**config.mk**
```make
export PLATFORM = sky130hd
export DESIGN_NAME = integer_zoom_centered_scaler
export DESIGN_NICKNAME = d
export VERILOG_FILES = /design/src/rtl/izc_pkg.sv /design/src/rtl/integer_zoom_centered_scaler.sv /design/src/rtl/izc_geom.sv /design/src/rtl/izc_step.sv
export SDC_FILE = /design/constraint.sdc
export NUM_CORES = 1
export LEC_CHECK = 0
export ABC_AREA = 1
export BUFFER_PORTS_ARGS = -buffer_cell sky130_fd_sc_hd__buf_2
export CORE_UTILIZATION = 26
export CTS_BUF_LIST = sky130_fd_sc_hd__clkbuf_4 sky130_fd_sc_hd__clkbuf_8
export DETAILED_ROUTE_END_ITERATION = 10
export PLACE_DENSITY = 0.47
export SLEW_MARGIN = 25
export SYNTH_ARGS = -nofsm -noshare
export SYNTH_HDL_FRONTEND = slang
export SYNTH_SLANG_ARGS = --single-unit
```
**constraint.sdc**
```tcl
create_clock -name i_clk -period 12.9 [get_ports i_clk]
set_clock_uncertainty 0.2 [all_clocks]
set_input_delay 2.58 -clock i_clk [delete_from_list [all_inputs] [get_ports i_clk]]
set_output_delay 2.58 -clock i_clk [all_outputs]
set_load 0.01 [all_outputs]
```
**src/rtl/izc_pkg.sv**
```systemverilog
`default_nettype none
// ----------------------------------------------------------------------------
// izc_pkg
// Shared constants, register map and types of the centered integer zoom
// scaler.
// ----------------------------------------------------------------------------
package izc_pkg;

    localparam int MAX_SRC_DIM = 1024;
    localparam int MAX_DST_DIM = 2048;
    localparam int MAX_ZOOM    = 16;

    // register and field widths
    localparam int ZOOM_W = 5;
    localparam int SW_W   = 11;
    localparam int DW_W   = 12;
    localparam int RGB_W  = 24;
    localparam int DIDX_W = 22;
    localparam int SIDX_W = 20;

    // internal widths
    localparam int SCOL_W = $clog2(MAX_SRC_DIM);
    localparam int DCOL_W = $clog2(MAX_DST_DIM);
    localparam int DLEN_W = DCOL_W + 1;
    localparam int REP_W  = $clog2(MAX_ZOOM);
    localparam int FULL_W = $clog2(MAX_SRC_DIM * MAX_ZOOM + 1);
    localparam int GEO_W  = (FULL_W > DW_W) ? FULL_W : DW_W;

    // output tdata layout, padded to whole bytes
    localparam int ODATA_RAW = DIDX_W + RGB_W + SIDX_W;
    localparam int ODATA_W   = ((ODATA_RAW + 7) / 8) * 8;
    localparam int IDATA_W   = ((RGB_W + 7) / 8) * 8;

    // register map
    localparam int PADDR_W  = 5;
    localparam logic [2:0] REG_ZOOM  = 3'd0;
    localparam logic [2:0] REG_SRC_W = 3'd1;
    localparam logic [2:0] REG_SRC_H = 3'd2;
    localparam logic [2:0] REG_DST_W = 3'd3;
    localparam logic [2:0] REG_DST_H = 3'd4;

    // cycles the derived geometry needs after a register write
    localparam int SETTLE     = 3;
    localparam int SETTLE_W   = $clog2(SETTLE + 1);

    typedef struct packed {
        logic                busy;     // geometry not yet settled
        logic                restart;  // register written, restart the frame
        logic [ZOOM_W-1:0]   zoom;
        logic [SW_W-1:0]     src_w;
        logic [DW_W-1:0]     dst_w;
        logic [DLEN_W-1:0]   area_w;
        logic [DLEN_W-1:0]   area_h;
        logic [DCOL_W-1:0]   off_x;
        logic [DIDX_W-1:0]   base0;    // row offset times frame width
    } t_geom;

endpackage : izc_pkg
`default_nettype wire

```
**src/rtl/integer_zoom_centered_scaler.sv**
```systemverilog
`default_nettype none
// ----------------------------------------------------------------------------
// integer_zoom_centered_scaler
// Nearest-neighbor integer upscaler that places the zoomed picture in the
// middle of the destination frame, clipped to the frame where it is larger.
// ----------------------------------------------------------------------------
// Usage:
//   s_axis carries one request per destination pixel of the zoomed area:
//   the source pixel found at the source index announced by the previous
//   result (index 0 after reset or after a write to a mapped register).
//   m_axis returns the destination index, the pixel, the next source index
//   to fetch, and tlast on the final pixel of the area; after it the frame
//   starts again from the top left. Border pixels are never produced.
//   A result appears in the cycle after its request is taken; throughput is
//   one pixel per clock while m_axis keeps up and the geometry is settled,
//   set by the position counters and the result register.
//   When m_axis stalls, the held result stays put and s_axis_tready drops
//   only once the result register is full and not being drained.
//   After reset and each mapped register write s_axis_tready stays low while
//   clamped sizes, offsets and first row base pass through their pipeline.
//   Registers must be written only while no pixel is in flight; not enforced.
// ----------------------------------------------------------------------------
module integer_zoom_centered_scaler
    import izc_pkg::*;
(
    input  wire logic               i_clk,
    input  wire logic               i_rst_n,
    // APB-style register port
    input  wire logic               psel,
    input  wire logic               penable,
    input  wire logic               pwrite,
    input  wire logic [PADDR_W-1:0] paddr,
    input  wire logic [31:0]        pwdata,
    output logic [31:0]             prdata,
    output logic                    pready,
    // source pixel requests
    input  wire logic               s_axis_tvalid,
    output logic                    s_axis_tready,
    input  wire logic [IDATA_W-1:0] s_axis_tdata,   // [23:0] src_rgb
    // destination pixel results
    output logic                    m_axis_tvalid,
    input  wire logic               m_axis_tready,
    output logic [ODATA_W-1:0]      m_axis_tdata,   // [21:0] dst_index,
                                                    // [45:22] dst_rgb,
                                                    // [65:46] next_src_index,
                                                    // [71:66] zero
    output logic                    m_axis_tlast    // frame_done
);

    t_geom             geom;
    logic [DIDX_W-1:0] dst_index;
    logic [RGB_W-1:0]  dst_rgb;
    logic [SIDX_W-1:0] next_src;

    izc_geom u_geom (
        .i_clk   (i_clk),
        .i_rst_n (i_rst_n),
        .psel    (psel),
        .penable (penable),
        .pwrite  (pwrite),
        .paddr   (paddr),
        .pwdata  (pwdata),
        .prdata  (prdata),
        .pready  (pready),
        .o_geom  (geom)
    );

    izc_step u_step (
        .i_clk       (i_clk),
        .i_rst_n     (i_rst_n),
        .i_geom      (geom),
        .i_in_valid  (s_axis_tvalid),
        .o_in_ready  (s_axis_tready),
        .i_in_rgb    (s_axis_tdata[RGB_W-1:0]),
        .o_out_valid (m_axis_tvalid),
        .i_out_ready (m_axis_tready),
        .o_dst_index (dst_index),
        .o_dst_rgb   (dst_rgb),
        .o_next_src  (next_src),
        .o_done      (m_axis_tlast)
    );

    assign m_axis_tdata = ODATA_W'({next_src, dst_rgb, dst_index});

    // the frame wraps to source index 0 on its last pixel
    a_last_wraps_src: assert property (@(posedge i_clk) disable iff (!i_rst_n)
        m_axis_tvalid && m_axis_tlast |-> next_src == '0)
        else $error("next source index not zero on last pixel");

    // a register write blocks requests while the geometry settles
    a_write_blocks: assert property (@(posedge i_clk) disable iff (!i_rst_n)
        geom.restart |=> !s_axis_tready)
        else $error("request taken right after register write");

    a_busy_blocks: assert property (@(posedge i_clk) disable iff (!i_rst_n)
        geom.busy |-> !s_axis_tready)
        else $error("request taken while geometry settles");

    // every request yields a result in the next cycle
    a_request_result: assert property (@(posedge i_clk) disable iff (!i_rst_n)
        s_axis_tvalid && s_axis_tready |=> m_axis_tvalid)
        else $error("request produced no result");

endmodule : integer_zoom_centered_scaler
`default_nettype wire

```
**src/rtl/izc_geom.sv**
```systemverilog
`default_nettype none
// ----------------------------------------------------------------------------
// izc_geom
// Configuration registers on an APB-style port and a three-stage pipeline
// that derives the clamped geometry: area size, centering offsets and the
// first row base of the destination frame.
// ----------------------------------------------------------------------------
module izc_geom
    import izc_pkg::*;
(
    input  wire logic               i_clk,
    input  wire logic               i_rst_n,
    input  wire logic               psel,
    input  wire logic               penable,
    input  wire logic               pwrite,
    input  wire logic [PADDR_W-1:0] paddr,
    input  wire logic [31:0]        pwdata,
    output logic [31:0]             prdata,
    output logic                    pready,
    output t_geom                   o_geom
);

    logic [ZOOM_W-1:0] r_zoom;
    logic [SW_W-1:0]   r_src_w;
    logic [SW_W-1:0]   r_src_h;
    logic [DW_W-1:0]   r_dst_w;
    logic [DW_W-1:0]   r_dst_h;

    logic              wr_req;
    logic              wr_hit;
    logic [2:0]        reg_sel;

    assign pready  = 1'b1;
    assign reg_sel = paddr[PADDR_W-1:2];
    assign wr_req  = psel && penable && pwrite;
    assign wr_hit  = wr_req && (reg_sel inside {REG_ZOOM, REG_SRC_W, REG_SRC_H,
                                                REG_DST_W, REG_DST_H});

    always_ff @(posedge i_clk) begin
        if (!i_rst_n) begin
            r_zoom  <= ZOOM_W'(1);
            r_src_w <= SW_W'(240);
            r_src_h <= SW_W'(160);
            r_dst_w <= DW_W'(240);
            r_dst_h <= DW_W'(160);
        end else if (wr_req) begin
            case (reg_sel)
                REG_ZOOM:  r_zoom  <= pwdata[ZOOM_W-1:0];
                REG_SRC_W: r_src_w <= pwdata[SW_W-1:0];
                REG_SRC_H: r_src_h <= pwdata[SW_W-1:0];
                REG_DST_W: r_dst_w <= pwdata[DW_W-1:0];
                REG_DST_H: r_dst_h <= pwdata[DW_W-1:0];
                default: ;
            endcase
        end
    end

    always_comb begin
        case (reg_sel)
            REG_ZOOM:  prdata = 32'(r_zoom);
            REG_SRC_W: prdata = 32'(r_src_w);
            REG_SRC_H: prdata = 32'(r_src_h);
            REG_DST_W: prdata = 32'(r_dst_w);
            REG_DST_H: prdata = 32'(r_dst_h);
            default:   prdata = 32'd0;
        endcase
    end

    // stage A: clamp and form the full zoomed sizes
    logic [ZOOM_W-1:0] r_za;
    logic [SW_W-1:0]   r_swa;
    logic [DW_W-1:0]   r_dwa;
    logic [DW_W-1:0]   r_dha;
    logic [FULL_W-1:0] r_fullw;
    logic [FULL_W-1:0] r_fullh;
    logic [ZOOM_W-1:0] n_za;
    logic [SW_W-1:0]   n_swa;
    logic [SW_W-1:0]   n_sha;

    always_comb begin
        if (r_zoom == '0)                    n_za = ZOOM_W'(1);
        else if (32'(r_zoom) > MAX_ZOOM)     n_za = ZOOM_W'(MAX_ZOOM);
        else                                 n_za = r_zoom;
        if (r_src_w == '0)                   n_swa = SW_W'(1);
        else if (32'(r_src_w) > MAX_SRC_DIM) n_swa = SW_W'(MAX_SRC_DIM);
        else                                 n_swa = r_src_w;
        if (r_src_h == '0)                   n_sha = SW_W'(1);
        else if (32'(r_src_h) > MAX_SRC_DIM) n_sha = SW_W'(MAX_SRC_DIM);
        else                                 n_sha = r_src_h;
    end

    always_ff @(posedge i_clk) begin
        r_za    <= n_za;
        r_swa   <= n_swa;
        r_fullw <= FULL_W'(n_swa * n_za);
        r_fullh <= FULL_W'(n_sha * n_za);
        if (r_dst_w == '0)                   r_dwa <= DW_W'(1);
        else if (32'(r_dst_w) > MAX_DST_DIM) r_dwa <= DW_W'(MAX_DST_DIM);
        else                                 r_dwa <= r_dst_w;
        if (r_dst_h == '0)                   r_dha <= DW_W'(1);
        else if (32'(r_dst_h) > MAX_DST_DIM) r_dha <= DW_W'(MAX_DST_DIM);
        else                                 r_dha <= r_dst_h;
    end

    // stage B: clip the area to the frame and center it
    logic [GEO_W-1:0]  fw_e;
    logic [GEO_W-1:0]  fh_e;
    logic [GEO_W-1:0]  dw_e;
    logic [GEO_W-1:0]  dh_e;
    logic [DLEN_W-1:0] r_aw;
    logic [DLEN_W-1:0] r_ah;
    logic [DCOL_W-1:0] r_ox;
    logic [DCOL_W-1:0] r_oy;

    assign fw_e = GEO_W'(r_fullw);
    assign fh_e = GEO_W'(r_fullh);
    assign dw_e = GEO_W'(r_dwa);
    assign dh_e = GEO_W'(r_dha);

    always_ff @(posedge i_clk) begin
        r_aw <= (fw_e < dw_e) ? DLEN_W'(fw_e) : DLEN_W'(dw_e);
        r_ah <= (fh_e < dh_e) ? DLEN_W'(fh_e) : DLEN_W'(dh_e);
        r_ox <= (dw_e >= fw_e) ? DCOL_W'((dw_e - fw_e) >> 1) : '0;
        r_oy <= (dh_e >= fh_e) ? DCOL_W'((dh_e - fh_e) >> 1) : '0;
    end

    // stage C: base index of the first area row
    logic [DIDX_W-1:0] r_base0;

    always_ff @(posedge i_clk) begin
        r_base0 <= DIDX_W'(r_oy * r_dwa);
    end

    // hold off requests until the pipeline has caught up with a write
    logic [SETTLE_W-1:0] r_settle;

    always_ff @(posedge i_clk) begin
        if (!i_rst_n) begin
            r_settle <= SETTLE_W'(SETTLE);
        end else if (wr_hit) begin
            r_settle <= SETTLE_W'(SETTLE);
        end else if (r_settle != '0) begin
            r_settle <= r_settle - SETTLE_W'(1);
        end
    end

    always_comb begin
        o_geom.busy    = (r_settle != '0);
        o_geom.restart = wr_hit;
        o_geom.zoom    = r_za;
        o_geom.src_w   = r_swa;
        o_geom.dst_w   = r_dwa;
        o_geom.area_w  = r_aw;
        o_geom.area_h  = r_ah;
        o_geom.off_x   = r_ox;
        o_geom.base0   = r_base0;
    end

endmodule : izc_geom
`default_nettype wire

```
**src/rtl/izc_step.sv**
```systemverilog
`default_nettype none
// ----------------------------------------------------------------------------
// izc_step
// Position counters of the zoomed area and the result register. One request
// advances the counters and loads one result; row bases are kept as running
// sums so no multiply sits in the per-pixel path.
// ----------------------------------------------------------------------------
module izc_step
    import izc_pkg::*;
(
    input  wire logic             i_clk,
    input  wire logic             i_rst_n,
    input  wire t_geom            i_geom,
    input  wire logic             i_in_valid,
    output logic                  o_in_ready,
    input  wire logic [RGB_W-1:0] i_in_rgb,
    output logic                  o_out_valid,
    input  wire logic             i_out_ready,
    output logic [DIDX_W-1:0]     o_dst_index,
    output logic [RGB_W-1:0]      o_dst_rgb,
    output logic [SIDX_W-1:0]     o_next_src,
    output logic                  o_done
);

    logic              r_frame_start;
    logic [DCOL_W-1:0] r_dcol;
    logic [DCOL_W-1:0] r_drow;
    logic [SCOL_W-1:0] r_scol;
    logic [SCOL_W-1:0] r_srow;
    logic [REP_W-1:0]  r_crep;
    logic [REP_W-1:0]  r_rrep;
    logic [DIDX_W-1:0] r_dbase;
    logic [SIDX_W-1:0] r_sbase;

    logic              r_out_valid;
    logic [DIDX_W-1:0] r_dst_index;
    logic [RGB_W-1:0]  r_dst_rgb;
    logic [SIDX_W-1:0] r_next_src;
    logic              r_done;

    logic              accept;

    // current position, reloaded at the start of a frame
    logic [DCOL_W-1:0] c_dcol;
    logic [DCOL_W-1:0] c_drow;
    logic [SCOL_W-1:0] c_scol;
    logic [SCOL_W-1:0] c_srow;
    logic [REP_W-1:0]  c_crep;
    logic [REP_W-1:0]  c_rrep;
    logic [DIDX_W-1:0] c_dbase;
    logic [SIDX_W-1:0] c_sbase;

    logic [DLEN_W-1:0] col_inc;
    logic [DLEN_W-1:0] row_inc;
    logic [ZOOM_W-1:0] crep_inc;
    logic [ZOOM_W-1:0] rrep_inc;
    logic              col_wrap;
    logic              row_wrap;
    logic              crep_hit;
    logic              rrep_hit;

    logic [DCOL_W-1:0] n_dcol;
    logic [DCOL_W-1:0] n_drow;
    logic [SCOL_W-1:0] n_scol;
    logic [SCOL_W-1:0] n_srow;
    logic [REP_W-1:0]  n_crep;
    logic [REP_W-1:0]  n_rrep;
    logic [DIDX_W-1:0] n_dbase;
    logic [SIDX_W-1:0] n_sbase;
    logic              n_done;
    logic [DIDX_W-1:0] n_dst_index;
    logic [SIDX_W-1:0] n_next_src;

    assign o_in_ready = !i_geom.busy && (!r_out_valid || i_out_ready);
    assign accept     = i_in_valid && o_in_ready;

    always_comb begin
        c_dcol  = r_frame_start ? '0 : r_dcol;
        c_drow  = r_frame_start ? '0 : r_drow;
        c_scol  = r_frame_start ? '0 : r_scol;
        c_srow  = r_frame_start ? '0 : r_srow;
        c_crep  = r_frame_start ? '0 : r_crep;
        c_rrep  = r_frame_start ? '0 : r_rrep;
        c_dbase = r_frame_start ? i_geom.base0 : r_dbase;
        c_sbase = r_frame_start ? '0 : r_sbase;

        col_inc  = DLEN_W'(c_dcol) + DLEN_W'(1);
        row_inc  = DLEN_W'(c_drow) + DLEN_W'(1);
        crep_inc = ZOOM_W'(c_crep) + ZOOM_W'(1);
        rrep_inc = ZOOM_W'(c_rrep) + ZOOM_W'(1);
        col_wrap = (col_inc >= i_geom.area_w);
        row_wrap = (row_inc >= i_geom.area_h);
        crep_hit = (crep_inc >= i_geom.zoom);
        rrep_hit = (rrep_inc >= i_geom.zoom);

        n_dst_index = c_dbase + DIDX_W'(i_geom.off_x) + DIDX_W'(c_dcol);

        n_drow  = c_drow;
        n_srow  = c_srow;
        n_rrep  = c_rrep;
        n_dbase = c_dbase;
        n_sbase = c_sbase;
        n_done  = 1'b0;
        if (!col_wrap) begin
            n_dcol = DCOL_W'(col_inc);
            n_crep = crep_hit ? '0 : REP_W'(crep_inc);
            n_scol = crep_hit ? c_scol + SCOL_W'(1) : c_scol;
        end else begin
            n_dcol = '0;
            n_crep = '0;
            n_scol = '0;
            if (row_wrap) begin
                // last pixel of the area: back to the top left
                n_done  = 1'b1;
                n_drow  = '0;
                n_srow  = '0;
                n_rrep  = '0;
                n_dbase = i_geom.base0;
                n_sbase = '0;
            end else begin
                n_drow  = DCOL_W'(row_inc);
                n_dbase = c_dbase + DIDX_W'(i_geom.dst_w);
                if (rrep_hit) begin
                    n_rrep  = '0;
                    n_srow  = c_srow + SCOL_W'(1);
                    n_sbase = c_sbase + SIDX_W'(i_geom.src_w);
                end else begin
                    n_rrep = REP_W'(rrep_inc);
                end
            end
        end

        n_next_src = n_sbase + SIDX_W'(n_scol);
    end

    always_ff @(posedge i_clk) begin
        if (!i_rst_n) begin
            r_frame_start <= 1'b1;
            r_dcol        <= '0;
            r_drow        <= '0;
            r_scol        <= '0;
            r_srow        <= '0;
            r_crep        <= '0;
            r_rrep        <= '0;
            r_dbase       <= '0;
            r_sbase       <= '0;
        end else if (i_geom.restart) begin
            r_frame_start <= 1'b1;
        end else if (accept) begin
            r_frame_start <= 1'b0;
            r_dcol        <= n_dcol;
            r_drow        <= n_drow;
            r_scol        <= n_scol;
            r_srow        <= n_srow;
            r_crep        <= n_crep;
            r_rrep        <= n_rrep;
            r_dbase       <= n_dbase;
            r_sbase       <= n_sbase;
        end
    end

    always_ff @(posedge i_clk) begin
        if (!i_rst_n) begin
            r_out_valid <= 1'b0;
        end else if (accept) begin
            r_out_valid <= 1'b1;
        end else if (i_out_ready) begin
            r_out_valid <= 1'b0;
        end
    end

    always_ff @(posedge i_clk) begin
        if (accept) begin
            r_dst_index <= n_dst_index;
            r_dst_rgb   <= i_in_rgb;
            r_next_src  <= n_next_src;
            r_done      <= n_done;
        end
    end

    assign o_out_valid = r_out_valid;
    assign o_dst_index = r_dst_index;
    assign o_dst_rgb   = r_dst_rgb;
    assign o_next_src  = r_next_src;
    assign o_done      = r_done;

endmodule : izc_step
`default_nettype wire

```
# Yosys cells after proc, flatten, opt, wreduce, memory -nomap -nowiden
# Cells that the tools add are included.
[op_classes]
n_addsub = 13
eq_ne = 4
n_reduce_logical = 26
mul = 3
n_mux = 36
order_cmp = 13
bitwise = 2
[ops]
columns = ["operator", "n"]
rows = [
  ["11-bit 2-to-1 mux", 9],
  ["20-bit 2-to-1 mux", 4],
  ["22-bit 2-to-1 mux", 3],
  ["12-bit case mux with 5 select lines", 1],
  ["12-bit 2-to-1 mux", 4],
  ["22-bit by 11-bit adder with 22-bit output", 2],
  ["12-bit by 15-bit greater-or-equal comparator with 1-bit output", 2],
  ["15-bit by 12-bit less-than comparator with 1-bit output", 2],
  ["11-bit by 5-bit multiplier with 15-bit output", 2],
  ["10-bit 2-to-1 mux", 3],
  ["4-bit 2-to-1 mux", 7],
  ["11-bit by 1-bit adder with 12-bit output (second input constant)", 2],
  ["12-bit greater-or-equal comparator", 2],
  ["12-bit greater-than comparator (second input constant)", 2],
  ["12-bit logical NOT", 2],
  ["12-bit subtractor", 2],
  ["22-bit by 12-bit adder with 22-bit output", 1],
  ["11-bit greater-than comparator (second input constant)", 2],
  ["11-bit logical NOT", 2],
  ["11-bit by 12-bit multiplier with 22-bit output", 1],
  ["20-bit by 10-bit adder with 20-bit output", 1],
  ["20-bit by 11-bit adder with 20-bit output", 1],
  ["2-bit AND reduction", 6],
  ["10-bit by 1-bit adder with 10-bit output (second input constant)", 1],
  ["18 further kinds", 33],
]
[word_totals]
ff_bits = 342
out_inout_bits = 108

# Depth between registers and ports, before layout
# Gate-level depths: netlist of the first run.
[logic_depth]
word_depth = 7
depth_mapped = 43

# Cells and area by module
# Synthesis of the first run repeated with hierarchy kept, for this count alone.
[unflattened]
hier_cells = 3666
hier_area_um2 = 26869.5
[modules_own_cells]
columns = ["mod", "area_each_um2", "seq_area_each_um2", "n_inst", "cells_each"]
rows = [
  ["izc_geom", 15531.1, 3823.7, 1, 2127],
  ["izc_step", 11289.6, 3693.5, 1, 1532],
  ["integer_zoom_centered_scaler", 48.8, 0.0, 1, 7],
]

# Worst setup path after synthesis of the first run
# OpenSTA, ideal clock, no wires.
[synth_timing]
path_type = "input port to output port"
start = "in paddr[3]"
end = "out prdata[2]"
cell_stages = 8
slack_ps = 6579
n_path_buf = 1
t_required_ps = 10120
arrival_time_ps = 3541
path_cell_list = "nor2_1 > inv_1 > nor2_1 > inv_1 > clkbuf_1 > o22ai_1 > a221oi_1 > o21ai_0"
[synth_between]
elab_chain_len = 2
elab_cells_between_ends = 6
classes_between = "eq/ne (4); mux (1); reduce/logical (1)"
[synth_rtl]
columns = ["element", "line_no", "text"]
rows = [
  ["start: declaration", "integer_zoom_centered_scaler.sv:32", "input wire logic [PADDR_W-1:0] paddr,"],
  ["3-bit equality test (tied with other cells)", "izc_geom.sv:59", "case (reg_sel)"],
  ["12-bit case mux with 5 select lines *", "izc_geom.sv:59", ""],
  ["end: declaration", "integer_zoom_centered_scaler.sv:34", "output logic [31:0] prdata,"],
]
# Every way passes the cells marked *; elsewhere a longest branch is shown, timed or not.

# Final worst setup path of the first run
[layout_timing]
start = "reg u_step.r_frame_start"
end = "reg u_step.r_next_src[19], in the netlist u_step.o_next_src[19], data pin"
[layout_between]
elab_chain_len = 7
elab_cells_between_ends = 22
classes_between = "add/sub (7); order compare (4); mux (11)"
[layout_rtl]
columns = ["element", "line_no", "text"]
rows = [
  ["start: declaration", "izc_step.sv:25", "logic r_frame_start;"],
  ["start signal: assignment", "izc_step.sv:138", "r_frame_start <= 1'b1;"],
  ["start signal: assignment", "izc_step.sv:148", "r_frame_start <= 1'b1;"],
  ["start signal: assignment", "izc_step.sv:150", "r_frame_start <= 1'b0;"],
  ["branches (longest 5 deep; another with 11-bit by 1-bit adder with 12-bit output)", "-", ""],
  ["20-bit 2-to-1 mux *", "izc_step.sv:104", "if (!col_wrap) begin"],
  ["named net u_step.n_sbase[8]", "izc_step.sv:69", "logic [SIDX_W-1:0] n_sbase;"],
  ["20-bit by 10-bit adder with 20-bit output *", "izc_step.sv:133", "n_next_src = n_sbase + SIDX_W'(n_scol);"],
  ["named net u_step.n_next_src[19]", "izc_step.sv:72", "logic [SIDX_W-1:0] n_next_src;"],
  ["end signal: assignment", "izc_step.sv:176", "r_next_src <= n_next_src;"],
  ["end: declaration", "izc_step.sv:38", "logic [SIDX_W-1:0] r_next_src;"],
]
# Mark *: on every way through the listed nets, which the timed path passes.
# A chain may end at the register's enable or synchronous reset.

==> results.txt, run 1 <==
----------------------------------------------------
[Route]
  Final ANT Viol Nets ... 0
  Total via count in the routed design ... 21.2k
  DRC violation count after routing ... 0
  Post-detailed-routing wire length ... 73.1 mm
  Number of optimization iterations in the first detailed-route pass ... 5
  Detail-routed net length per standard cell ... 15.2 um
  Number of violations reported at the end of detailed-routing iteration 0 ... 1307
  Number of vias per cell ... 4.41

[Synthesis]
  Combinational family with the most area after synthesis ... adder cells
  Synth Register Bits ... 342
  Number of instances in the synthesized netlist ... 3365
  Number of distinct library cells after synthesis ... 65
  Area share of the largest cell type after synthesis ... 21.3%
  Library cell with the largest summed area after synthesis ... dfxtp_1
  Number of warning messages in the yosys log ... 0
  Area share of fa/ha/maj cells after synthesis ... 23.5%
  Post-Syn Area per Cell ... 7.69 um^2
  Mux contribution to synthesized area ... 0.0774%
  Sequential-to-total area share from yosys stat ... 29.0%
  Fraction of synthesized cell area in xor and xnor cells ... 4.81%
  Synthesized-area fraction occupied by ao, oa, aoi and oai cells ... 11.5%
  Area contributors post-synth ... dfxtp_1, fa_1, ha_1, nand2_1, inv_1
  Combined area of all synthesized cells ... 0.0259 mm^2
  Post-synthesis simple-gate area fraction ... 19.2%

[Power]
  Total Power Consumption ... 0.00362 W
  IR drop worst, VDD ... 0.0000879 V
  Power per Cell Area ... 124 mW/mm^2
  Static leakage ... 14.4 nW

[CTS]
  Post_cts resized ... 0
  Number of clock buffers inserted by TritonCTS ... 66
  Number of buffers added to fix hold violations after cts ... 0
  Clock latency on the worst-skew pair ... 0.66 ns
  H-tree depth ... 3
  Clock tree buffer depth ... 3
  Clock tree from TritonCTS ... yes
  Clock-pin slew on the worst setup and hold paths ... 0.06 ns
  Number of clock sinks seen by CTS ... 342
  Post-CTS Setup Inserts ... 0
  CTS root buf ... clkbuf_8

[Flow run]
  Max-cap viol count ... 0

[STA]
  Worst-margin pin slew ... 1.02 ns
  Setup_tns ... 0 ns
  Final setup slack of the worst path ... 5.69 ns
  Endpoints failing setup ... 0
  Count of final hold-check violations ... 0
  Slew Limit Headroom ... 32.2%
  Final number of max-transition violations ... 0
  Unrepaired setup endpoints after global routing ... no
  Clock period minus worst slack ... 7.21 ns
  Final worst-path cycle share ... 55.9%
  Maximum achievable frequency ... 0.139 GHz

[Cells and area]
  Fill cell total of the finished layout ... 10.7k
  Final net count ... 3924
  Proportion of layout cells with a drive suffix above 1 ... 9.19%
  Commonest non-fill, non-tap cell in the layout ... nand2_1
  Core occupancy in the finished layout ... 29.6%
  Most frequent cells in the layout ... nand2_1, inv_1, nor2_1, dfxtp_1, ha_1
  Area added between synthesis and finish ... 12.7%

[Global route]
  Initial antenna violation count ... 3
  Overall Global Routing Usage ... 14.4%
  GR Overflow Total ... 0
  Largest net degree at the start of global routing ... 74
  Via count of the first global-routing pass ... 20.7k
  Global-route wire length before repair ... 116 mm

[Floorplanning]
  Die Span X ... 317 um
  Total die area ... 0.101 mm^2
  Core area ... 0.0986 mm^2
  Num rows ... 115
  Die Span Y ... 317 um
  Starting Density ... 26.3%
  I/O pin count ... 176

[Worst hold path]
  Worst hold path type ... reg2reg
  Worst-case hold path end point ... u_geom.r_dha[11]
  Startpoint of the tightest hold check path ... u_geom.r_dst_h[11]
  Number of cells on the worst hold path ... 0

[Critical path]
  Worst stage delay on the critical path ... 0.65 ns
  Critical path data required time ... 13.11 ns
  Arrival time at the worst endpoint ... 7.42 ns
  Crit-path most repeated cell ... nand2_1
  Endpoint type of the worst setup path ... register
  Reg-to-reg endpoint ... u_step.o_next_src[19]
  Master of the slowest instance on the critical path ... nand2_2
  Reg2reg start ... u_step.r_frame_start
  Largest fanout on the critical path ... 38
  Kind of critical path ... reg2reg
  Kind of start point of the critical path ... register
  Depth of the worst register-to-register path ... 33
  Worst-case register-to-register setup slack ... 5.69 ns

[Run status]
  Outcome ... complete, no violations

[Place]
  Post-placement worst setup slack ... 5.59 ns
  Input/output buffers ... 126
  Half-perimeter wire length after placement ... 56.0 mm
  Global placement routability congestion ... 0.845

----------------------------------------------------
==> synth_stat cells (all sizes together) <==
| cell type | number |
|---|---|
| clkbuf | 78 |
| nor3b | 5 |
| fa | 157 |
| o21bai | 3 |
| o211a | 1 |
| nand3b | 1 |
| a21boi | 1 |
| nand2 | 658 |
| conb | 2 |
| o22ai | 12 |
| buf | 55 |
| a2111oi | 2 |
| o2111ai | 5 |
| dfxtp | 275 |
| nand3 | 89 |
| and2 | 2 |
| a21oi | 214 |
| a211oi | 14 |
| o31ai | 5 |
| or3 | 1 |
| or2 | 19 |
| o211ai | 23 |
| edfxtp | 67 |
| or4 | 1 |
| nor2 | 336 |
| a22oi | 5 |
| maj3 | 1 |
| ha | 234 |
| o221ai | 6 |
| inv | 632 |
| a21o | 5 |
| nor4 | 10 |
| a221oi | 9 |
| xnor2 | 40 |
| and3 | 1 |
| o21ai | 193 |
| nor3 | 33 |
| nand4 | 33 |
| mux2i | 2 |
| o21a | 3 |
| a221o | 6 |
| clkinv | 1 |
| xor2 | 102 |
| a31oi | 23 |
==> where the power goes <==
group | internal, W | total (W) | leakage, nW | switching, W
Clock | 0.000735 | 0.00125 | 0.782 | 0.000517
Combinational | 0.000382 | 0.00111 | 10.8 | 0.000727
Sequential | 0.00118 | 0.00126 | 2.85 | 0.0000773
Total | 0.00230 | 0.00362 | 14.4 | 0.00132
==> sequential cells by signal (all words and copies together), names as in the netlist, 15 cells and up <==
name                count
u_step.o_next_src      20
u_geom.r_base0         22
u_geom.fw_e            15
u_step.o_dst_rgb       24
u_geom.fh_e            15
u_step.r_dbase         22
u_step.r_sbase         20
u_step.o_dst_index     22
==> through the flow <==
stage	hold slack (ns)	cell area, um^2	instances
CTS	0.244	29200	4803
global route	0.243	29200	4805
floorplan	0.228	26000	3390
detailed placement	0.253	27700	4684
finish	0.250	29200	4806
global placement	0.250	27700	4684
==> layout make-up <==
| cell class | count | area [um^2] | area share, % |
|---|---|---|---|
| Antenna cell | 3 | 7.51 | 0.0257 |
| Clock inverter | 22 | 292 | 0.999 |
| Timing Repair Buffer | 140 | 736 | 2.52 |
| Tap cell | 1287 | 1610 | 5.52 |
| Multi-Input combinational cell | 2282 | 15400 | 52.8 |
| Sequential cell | 342 | 7520 | 25.8 |
| Inverter | 633 | 2380 | 8.16 |
| Clock buffer | 97 | 1220 | 4.19 |
==> critical path: cells and delay by family, from the launching register on <==
kind | cells | cell delay (ns)
adders and majority gates | 3 | 0.85
buffers and inverters | 7 | 1.71
AOI/OAI and AO/OA | 5 | 1.16
xor gates and xnor gates | 1 | 0.26
and+or+nand+nor | 17 | 2.25
DFF | 1 | 0.46
==> layer usage <==
metal	wire, um	GRT usage [%]	part of all wire [%]
met1	36100	20.2	49
met4	1430	3.80	2.0
met2	32200	23.0	44
met3	3350	2.18	4.6
met5	7	0	0.0096
==> kinds of logic after synthesis <==
group	count (synthesis)
flops	342
mux	2
buf+inv	766
xor+xnor	142
simple gates	1189
fa+ha+maj	392
other cells	2
compound gates	530
==> how the worst max path moves through the flow <==
stage	start	end	slack [ns]	depth (start not counted)
after floorplan	paddr[3]	prdata[2]	6.58	8
after global placement	u_step.r_frame_start	u_step.o_next_src[17]	5.67	34
after detailed placement	u_step.r_frame_start	u_step.o_next_src[19]	5.59	33
after CTS	u_step.r_frame_start	u_step.o_next_src[19]	5.60	33
after global routing	u_step.r_frame_start	u_step.o_next_src[17]	5.02	33
final	u_step.r_frame_start	u_step.o_next_src[19]	5.69	33
Power figures use the tool's default switching activity.
==> run 2, diff against run 1 <==
PLACE_DENSITY = 0.48   (was 0.47)
clock period = 5.9 ns   (was 12.9 ns; I/O delays follow)
==> results.txt, run 2 (synthesis results as in run 1) <==
----------------------------------------------------
[Place]
  Global placement routability congestion ... 0.837 (was 0.845)
  Post-placement worst setup slack ... 0.287 ns (was 5.59 ns)
  Instance count after placement with tap cells included ... 4742 (was 4684)
  Half-perimeter wire length after placement ... 58.0 mm (was 56.0 mm)
  Input/output buffers ... 126 (unchanged)

[Worst hold path]
  Startpoint of the tightest hold check path ... u_geom.r_dst_w[11] (was u_geom.r_dst_h[11])
  Number of cells on the worst hold path ... 0 (unchanged)
  Worst hold path type ... reg2reg (unchanged)
  Worst-case hold path end point ... u_geom.r_dwa[11] (was u_geom.r_dha[11])

[CTS]
  Clock tree buffer depth ... 3 (unchanged)
  Clock tree from TritonCTS ... yes (unchanged)
  Number of clock sinks seen by CTS ... 342 (unchanged)
  Clock-pin slew on the worst setup and hold paths ... 0.05 ns (was 0.06 ns)
  CTS root buf ... clkbuf_8 (unchanged)
  Number of clock buffers inserted by TritonCTS ... 67 (was 66)
  Clock latency on the worst-skew pair ... 0.66 ns (about the same)
  Number of buffers added to fix hold violations after cts ... 0 (unchanged)
  H-tree depth ... 3 (unchanged)

[Global route]
  Largest net degree at the start of global routing ... 97 (was 74)
  Overall Global Routing Usage ... 14.5% (was 14.4%)
  Via count of the first global-routing pass ... 20.9k (was 20.7k)
  Global-route wire length before repair ... 116 mm (about the same)
  Initial antenna violation count ... 2 (was 3)
  GR Overflow Total ... 0 (unchanged)

[Cells and area]
  Proportion of layout cells with a drive suffix above 1 ... 10.7% (was 9.19%)
  Flip-flop count of the largest register, all copies and words added ... 24 (unchanged)
  Final net count ... 3984 (was 3924)
  Non-filler instance count after layout ... 4860 (was 4806)
  Core occupancy in the finished layout ... 30.1% (was 29.6%)
  Commonest non-fill, non-tap cell in the layout ... nand2_1 (unchanged)
  Most frequent cells in the layout ... nand2_1, inv_1, nor2_1, dfxtp_1, ha_1 (unchanged)
  Area added between synthesis and finish ... 14.7% (was 12.7%)

[Critical path]
  Kind of start point of the critical path ... register (unchanged)
  Arrival time at the worst endpoint ... 5.90 ns (was 7.42 ns)
  Critical path data required time ... 6.28 ns (was 13.11 ns)
  Reg-to-reg endpoint ... u_geom.r_base0[21] (was u_step.o_next_src[19])
  Largest fanout on the critical path ... 12 (was 38)
  Depth of the worst register-to-register path ... 19 (was 33)
  Reg2reg start ... u_geom.r_oy[9] (was u_step.r_frame_start)
  Worst-case register-to-register setup slack ... 0.38 ns (was 5.69 ns)
  Kind of critical path ... reg2reg (unchanged)
  Endpoint type of the worst setup path ... register (unchanged)

[Floorplanning]
  Total die area ... 0.101 mm^2 (unchanged)
  I/O pin count ... 176 (unchanged)
  Core area ... 0.0986 mm^2 (unchanged)
  Num rows ... 115 (unchanged)
  Die Span Y ... 317 um (unchanged)
  Die Span X ... 317 um (unchanged)
  Starting Density ... 26.3% (unchanged)

[STA]
  Slew Limit Headroom ... 31.1% (was 32.2%)
  Final setup slack of the worst path ... 0.383 ns (was 5.69 ns)
  Unrepaired setup endpoints after global routing ... no (unchanged)
  Maximum achievable frequency ... 0.181 GHz (was 0.139 GHz)
  Final worst-path cycle share ... 93.5% (was 55.9%)
  Clock period minus worst slack ... 5.52 ns (was 7.21 ns)
  Count of final hold-check violations ... 0 (unchanged)
  Worst-margin pin slew ... 1.03 ns (was 1.02 ns)
  Setup_tns ... 0 ns (unchanged)
  Final number of max-transition violations ... 0 (unchanged)
  Endpoints failing setup ... 0 (unchanged)

[Route]
  Final ANT Viol Nets ... 0 (unchanged)
  DRC violation count after routing ... 0 (unchanged)
  Number of optimization iterations in the first detailed-route pass ... 5 (unchanged)
  Number of violations reported at the end of detailed-routing iteration 0 ... 1192 (was 1307)
  Post-detailed-routing wire length ... 73.0 mm (was 73.1 mm)
  Number of vias per cell ... 4.39 (was 4.41)
  Total via count in the routed design ... 21.3k (was 21.2k)
  Detail-routed net length per standard cell ... 15.0 um (was 15.2 um)

[Power]
  Part of the power in combinational logic ... 30.1% (was 30.6%)
  Static leakage ... 14.7 nW (was 14.4 nW)
  Power per Cell Area ... 267 mW/mm^2 (was 124 mW/mm^2)
  Portion of total power attributed to sequential cells ... 34.7% (was 34.8%)
  IR drop worst, VDD ... 0.000120 V (was 0.0000879 V)
  Internal Pwr Total ... 0.00516 W (was 0.00230 W)
  Total Power Consumption ... 0.00792 W (was 0.00362 W)
  Switching Power ... 0.00276 W (was 0.00132 W)
  Switching share of total power ... 34.8% (was 36.5%)
  Fraction of power consumed by the clock network ... 35.2% (was 34.6%)

[Run status]
  Outcome ... complete, no violations (unchanged)

[Flow run]
  Max-cap viol count ... 0 (unchanged)

----------------------------------------------------
run 2: cell types whose count changed in the layout (fill, tap and decap cells not counted), sizes merged:
| cell | before | now |
|---|---|---|
| buf | 140 | 199 |
| bufinv | 6 | 8 |
| clkbuf | 97 | 99 |
| clkinv | 9 | 7 |
| clkinvlp | 5 | 2 |
| diode | 3 | 1 |
| inv | 635 | 633 |
run 2: power groups by stage:
stage | Clock, W | Combinational (W) | Sequential (W)
after floorplan | 0 | 0.00181 | 0.00270
after global placement | 0 | 0.00240 | 0.00279
after detailed placement | 0 | 0.00239 | 0.00279
after CTS | 0.00289 | 0.00242 | 0.00275
after global routing | 0.00298 | 0.00279 | 0.00277
final | 0.00279 | 0.00238 | 0.00275
run 2: worst max-delay path by stage:
stage / endpoint / slack [ns] / from / depth (start not counted)
after floorplan: u_step.o_next_src[17] / 0.19 / u_step.r_frame_start / 40
after global placement: u_step.o_next_src[14] / 0.27 / u_step.r_frame_start / 32
after global routing: u_geom.r_base0[21] / 0.006 / u_geom.r_oy[9] / 19
after CTS: u_step.o_next_src[14] / 0.25 / u_step.r_frame_start / 32
after detailed placement: u_step.o_next_src[14] / 0.29 / u_step.r_frame_start / 32
final: u_geom.r_base0[21] / 0.38 / u_geom.r_oy[9] / 19
run 2: cell type report:
class	count	area [um^2]
clock inverter	17	295
clock buffer	99	1250
inverter	633	2380
timing repair buffer	199	1200
multi-input combinational	2282	15400
sequential	342	7520
tap	1287	1610
fill	10669	68900
antenna	1	2.50
run 2: timing repair:
item,4_1_cts,5_1_grt
endpoints found under the setup margin,0,8
setup buffers,0,1
gates resized for setup,0,8
run 2: worst max-delay path: stages, from the launching register on:
cell,delay [ns]
dfxtp_1,0.62
nand2_1,0.14
fa_1,0.54
inv_1,0.06
fa_1,0.53
inv_1,0.06
fa_1,0.53
inv_1,0.06
fa_1,0.52
inv_1,0.05
fa_1,0.59
inv_1,0.06
ha_1,0.41
nand2_1,0.08
nor2_1,0.12
inv_1,0.07
nor4_1,0.25
nand3_1,0.11
o211ai_1,0.23
xor2_1,0.19
run 2: layer usage:
layer	global-route usage, %	vias to the layer above	routed length [um]
li1	-	10903	-
met1	20.4	9927	36700
met2	22.7	412	31500
met3	2.41	104	3000
met4	4.16	2	1730
met5	0	-	13
run 2: per-stage QoR:
| step | area, um^2 | hold slack, ns |
|---|---|---|
| floorplan | 26000 | 0.228 |
| global placement | 28100 | 0.178 |
| detailed placement | 28100 | 0.190 |
| CTS | 29700 | 0.183 |
| global route | 29700 | 0.201 |
| finish | 29700 | 0.186 |
==> run 3, diff against run 2 <==
SYNTH_HIERARCHICAL = 1   (was not set)
==> results.txt, run 3 <==
----------------------------------------------------
[Critical path]
  Crit-path most repeated cell ... nand2_1 (was inv_1)
  Critical path data required time ... 6.12 ns (was 6.28 ns)
  Worst stage delay on the critical path ... 0.41 ns (was 0.62 ns)
  Kind of start point of the critical path ... register (unchanged)
  Endpoint type of the worst setup path ... register (unchanged)
  Buffers plus inverters on the worst setup path ... 10 (was 6)
  Gate family responsible for the most delay along the worst path ... simple AND/OR/NAND/NOR gates (was adder cells)
  Largest fanout on the critical path ... 8 (was 12)
  Arrival time at the worst endpoint ... 5.65 ns (was 5.90 ns)
  Master of the slowest instance on the critical path ... dfxtp_2 (was dfxtp_1)
  Kind of critical path ... reg2reg (unchanged)

[Place]
  Global placement routability congestion ... 0.872 (was 0.837)
  Half-perimeter wire length after placement ... 61.0 mm (was 58.0 mm)
  Instance count after placement with tap cells included ... 5106 (was 4742)
  Input/output buffers ... 126 (unchanged)
  Placed cell areas ... 0.0290 mm^2 (was 0.0281 mm^2)

[Global route]
  Met3 track demand over resource ... 2.42% (was 2.41%)
  Via count of the first global-routing pass ... 22.3k (was 20.9k)
  Global-route wire length before repair ... 123 mm (was 116 mm)
  Overall Global Routing Usage ... 14.9% (was 14.5%)
  Initial antenna violation count ... 2 (unchanged)
  Global routing met2 resource utilization ... 23.5% (was 22.7%)
  GR Overflow Total ... 0 (unchanged)
  Met1 Usage GRT ... 20.5% (was 20.4%)
  Most congested layer reported by global routing ... met2 (unchanged)
  Largest net degree at the start of global routing ... 55 (was 97)

[Synthesis]
  Leading post-synthesis cells by instance count ... nand2_1, inv_1, nor2_1, dfxtp_1, ha_1 (unchanged)
  Number of instances in the synthesized netlist ... 3666 (was 3365)
  Sequential-to-total area share from yosys stat ... 28.0% (was 29.0%)
  Synth Register Bits ... 342 (unchanged)
  Area contributors post-synth ... dfxtp_1, nand2_1, fa_1, ha_1, inv_1 (was dfxtp_1, fa_1, ha_1, nand2_1, inv_1)
  Number of distinct library cells after synthesis ... 62 (was 65)
  Area share of the largest cell type after synthesis ... 20.5% (was 21.3%)
  Number of warning messages in the yosys log ... 6 (was 0)
  Proportion of synthesized flip-flops having asynchronous set or reset ... 0% (unchanged)
  Library cell with the largest summed area after synthesis ... dfxtp_1 (unchanged)
  Most common cell in the synthesized netlist ... nand2_1 (unchanged)
  Post-Syn Area per Cell ... 7.33 um^2 (was 7.69 um^2)
  Leading register cell type out of synthesis ... dfxtp_1 (unchanged)
  Post-synth EDFFs ... 67 (unchanged)
  Combined area of all synthesized cells ... 0.0269 mm^2 (was 0.0259 mm^2)

[Cells and area]
  Most frequent cells in the layout ... nand2_1, inv_1, nor2_1, dfxtp_1, ha_1 (unchanged)
  Core occupancy in the finished layout ... 29.9% (was 30.1%)
  Flip-flop count of the largest register, all copies and words added ... 24 (unchanged)
  Area added between synthesis and finish ... 13.6% (was 14.7%)
  Fill cell total of the finished layout ... 11.4k (was 10.7k)
  Commonest non-fill, non-tap cell in the layout ... nand2_1 (unchanged)
  Final net count ... 4247 (was 3984)
  Proportion of layout cells with a drive suffix above 1 ... 11.0% (was 10.7%)
  Post-route standard cell area excluding fillers ... 0.0305 mm^2 (was 0.0297 mm^2)
  Non-filler instance count after layout ... 5232 (was 4860)

[Floorplanning]
  Num rows ... 117 (was 115)
  Core area ... 0.102 mm^2 (was 0.0986 mm^2)
  Starting Density ... 26.3% (about the same)
  Die Span X ... 323 um (was 317 um)
  Die Span Y ... 323 um (was 317 um)
  Total die area ... 0.105 mm^2 (was 0.101 mm^2)
  I/O pin count ... 176 (unchanged)

[Route]
  Number of vias per cell ... 4.36 (was 4.39)
  Total via count in the routed design ... 22.8k (was 21.3k)
  Number of violations reported at the end of detailed-routing iteration 0 ... 1274 (was 1192)
  DRC violation count after routing ... 0 (unchanged)
  Detail-routed net length per standard cell ... 14.8 um (was 15.0 um)
  Post-detailed-routing wire length ... 77.6 mm (was 73.0 mm)
  Number of optimization iterations in the first detailed-route pass ... 7 (was 5)
  Final ANT Viol Nets ... 0 (unchanged)

[STA]
  Slew Limit Headroom ... 31.4% (was 31.1%)
  Final worst-path cycle share ... 92.1% (was 93.5%)
  Endpoints failing setup ... 0 (unchanged)
  Unrepaired setup endpoints after global routing ... yes (was no)
  Final number of max-transition violations ... 0 (unchanged)
  Count of final hold-check violations ... 0 (unchanged)
  Worst-margin pin slew ... 1.03 ns (about the same)
  Maximum achievable frequency ... 0.184 GHz (was 0.181 GHz)
  Clock period minus worst slack ... 5.43 ns (was 5.52 ns)

[CTS]
  Number of clock sinks seen by CTS ... 342 (unchanged)
  Number of clock buffers inserted by TritonCTS ... 70 (was 67)
  Post-CTS Setup Inserts ... 0 (unchanged)
  CTS root buf ... clkbuf_8 (unchanged)
  Clock latency on the worst-skew pair ... 0.67 ns (was 0.66 ns)
  Clock-pin slew on the worst setup and hold paths ... 0.06 ns (was 0.05 ns)
  Clock tree from TritonCTS ... yes (unchanged)
  Clock tree buffer depth ... 3 (unchanged)
  H-tree depth ... 3 (unchanged)

[Power]
  Static leakage ... 15.6 nW (was 14.7 nW)
  Total Power Consumption ... 0.00828 W (was 0.00792 W)
  IR drop worst, VDD ... 0.000181 V (was 0.000120 V)
  Power per Cell Area ... 271 mW/mm^2 (was 267 mW/mm^2)

[Flow run]
  Max-cap viol count ... 0 (unchanged)

[Run status]
  Outcome ... complete, no violations (unchanged)

[Worst hold path]
  Worst hold path type ... reg2reg (unchanged)

----------------------------------------------------
## run 3: changes by cell type after synthesis, moves of 22 or more
cell	delta
ha_1	-22
inv_1	+77
nand2_1	+231
nand3_1	+89
nor2_1	-25
o21ai_0	-25
## run 3: final cells by class
type,instances,area (um^2),area share (%)
Clock inverter,30,309,1.01
Tap cell,1368,1710,5.61
Sequential cell,342,7520,24.6
Timing Repair Buffer,184,1070,3.49
Clock buffer,95,1210,3.97
Inverter,724,2720,8.91
Antenna cell,1,2.50,0.00819
Multi-Input combinational cell,2488,16000,52.4
## run 3: what timing repair did
action | CTS | global route
hold buffers | 0 | 0
endpoints found under the setup margin | 0 | 5
gates resized for setup | 0 | 5
## run 3: final timing paths
kind	startpoint	endpoint	slack, ns	cells past startpoint
setup reg to reg	u_step/r_frame_start	u_step/o_next_src[17]	0.47	33
hold reg to reg	u_geom/r_dst_w[11]	u_geom/r_dwa[11]	0.22	0
hold / removal	u_geom/r_dst_w[11]	u_geom/r_dwa[11]	0.22	0
setup / recovery	u_step/r_frame_start	u_step/o_next_src[17]	0.47	33
## run 3: metal layers
metal	share of wire (%)	routed length [um]
met4	3.1	2430
met5	0.017	13
met2	43	33300
met3	4.9	3780
met1	49	38100
## run 3: stage by stage
step	worst slack [ns]	TNS [ns]	hold slack (ns)
floorplan	0.380	0	0.219
global placement	0.363	0	0.209
detailed placement	0.336	0	0.207
CTS	0.299	0	0.221
global route	-0.00225	-0.00225	0.238
finish	0.468	0	0.222
## run 3: cell families (layout without fill, tap and decap cells)
| logic type | after synthesis | count (layout) | share of synthesized area [%] |
|---|---|---|---|
| AO/OA/AOI/OAI | 461 | 461 | 9.56 |
| AND/OR/NAND/NOR | 1512 | 1512 | 24.0 |
| other | 3 | 28 | 0.0419 |
| multiplexers | 2 | 2 | 0.0745 |
| buffers and inverters | 860 | 1033 | 12.9 |
| XOR/XNOR | 117 | 117 | 3.84 |
| flip-flops | 342 | 342 | 28.0 |
| adder cells (fa/ha/maj) | 369 | 369 | 21.6 |
## run 3: where the power goes
group	total [W]	switching [W]	internal (W)
Clock	0.00272	0.00115	0.00157
Combinational	0.00282	0.00185	0.000978
Sequential	0.00274	0.000149	0.00259
Total	0.00828	0.00314	0.00514
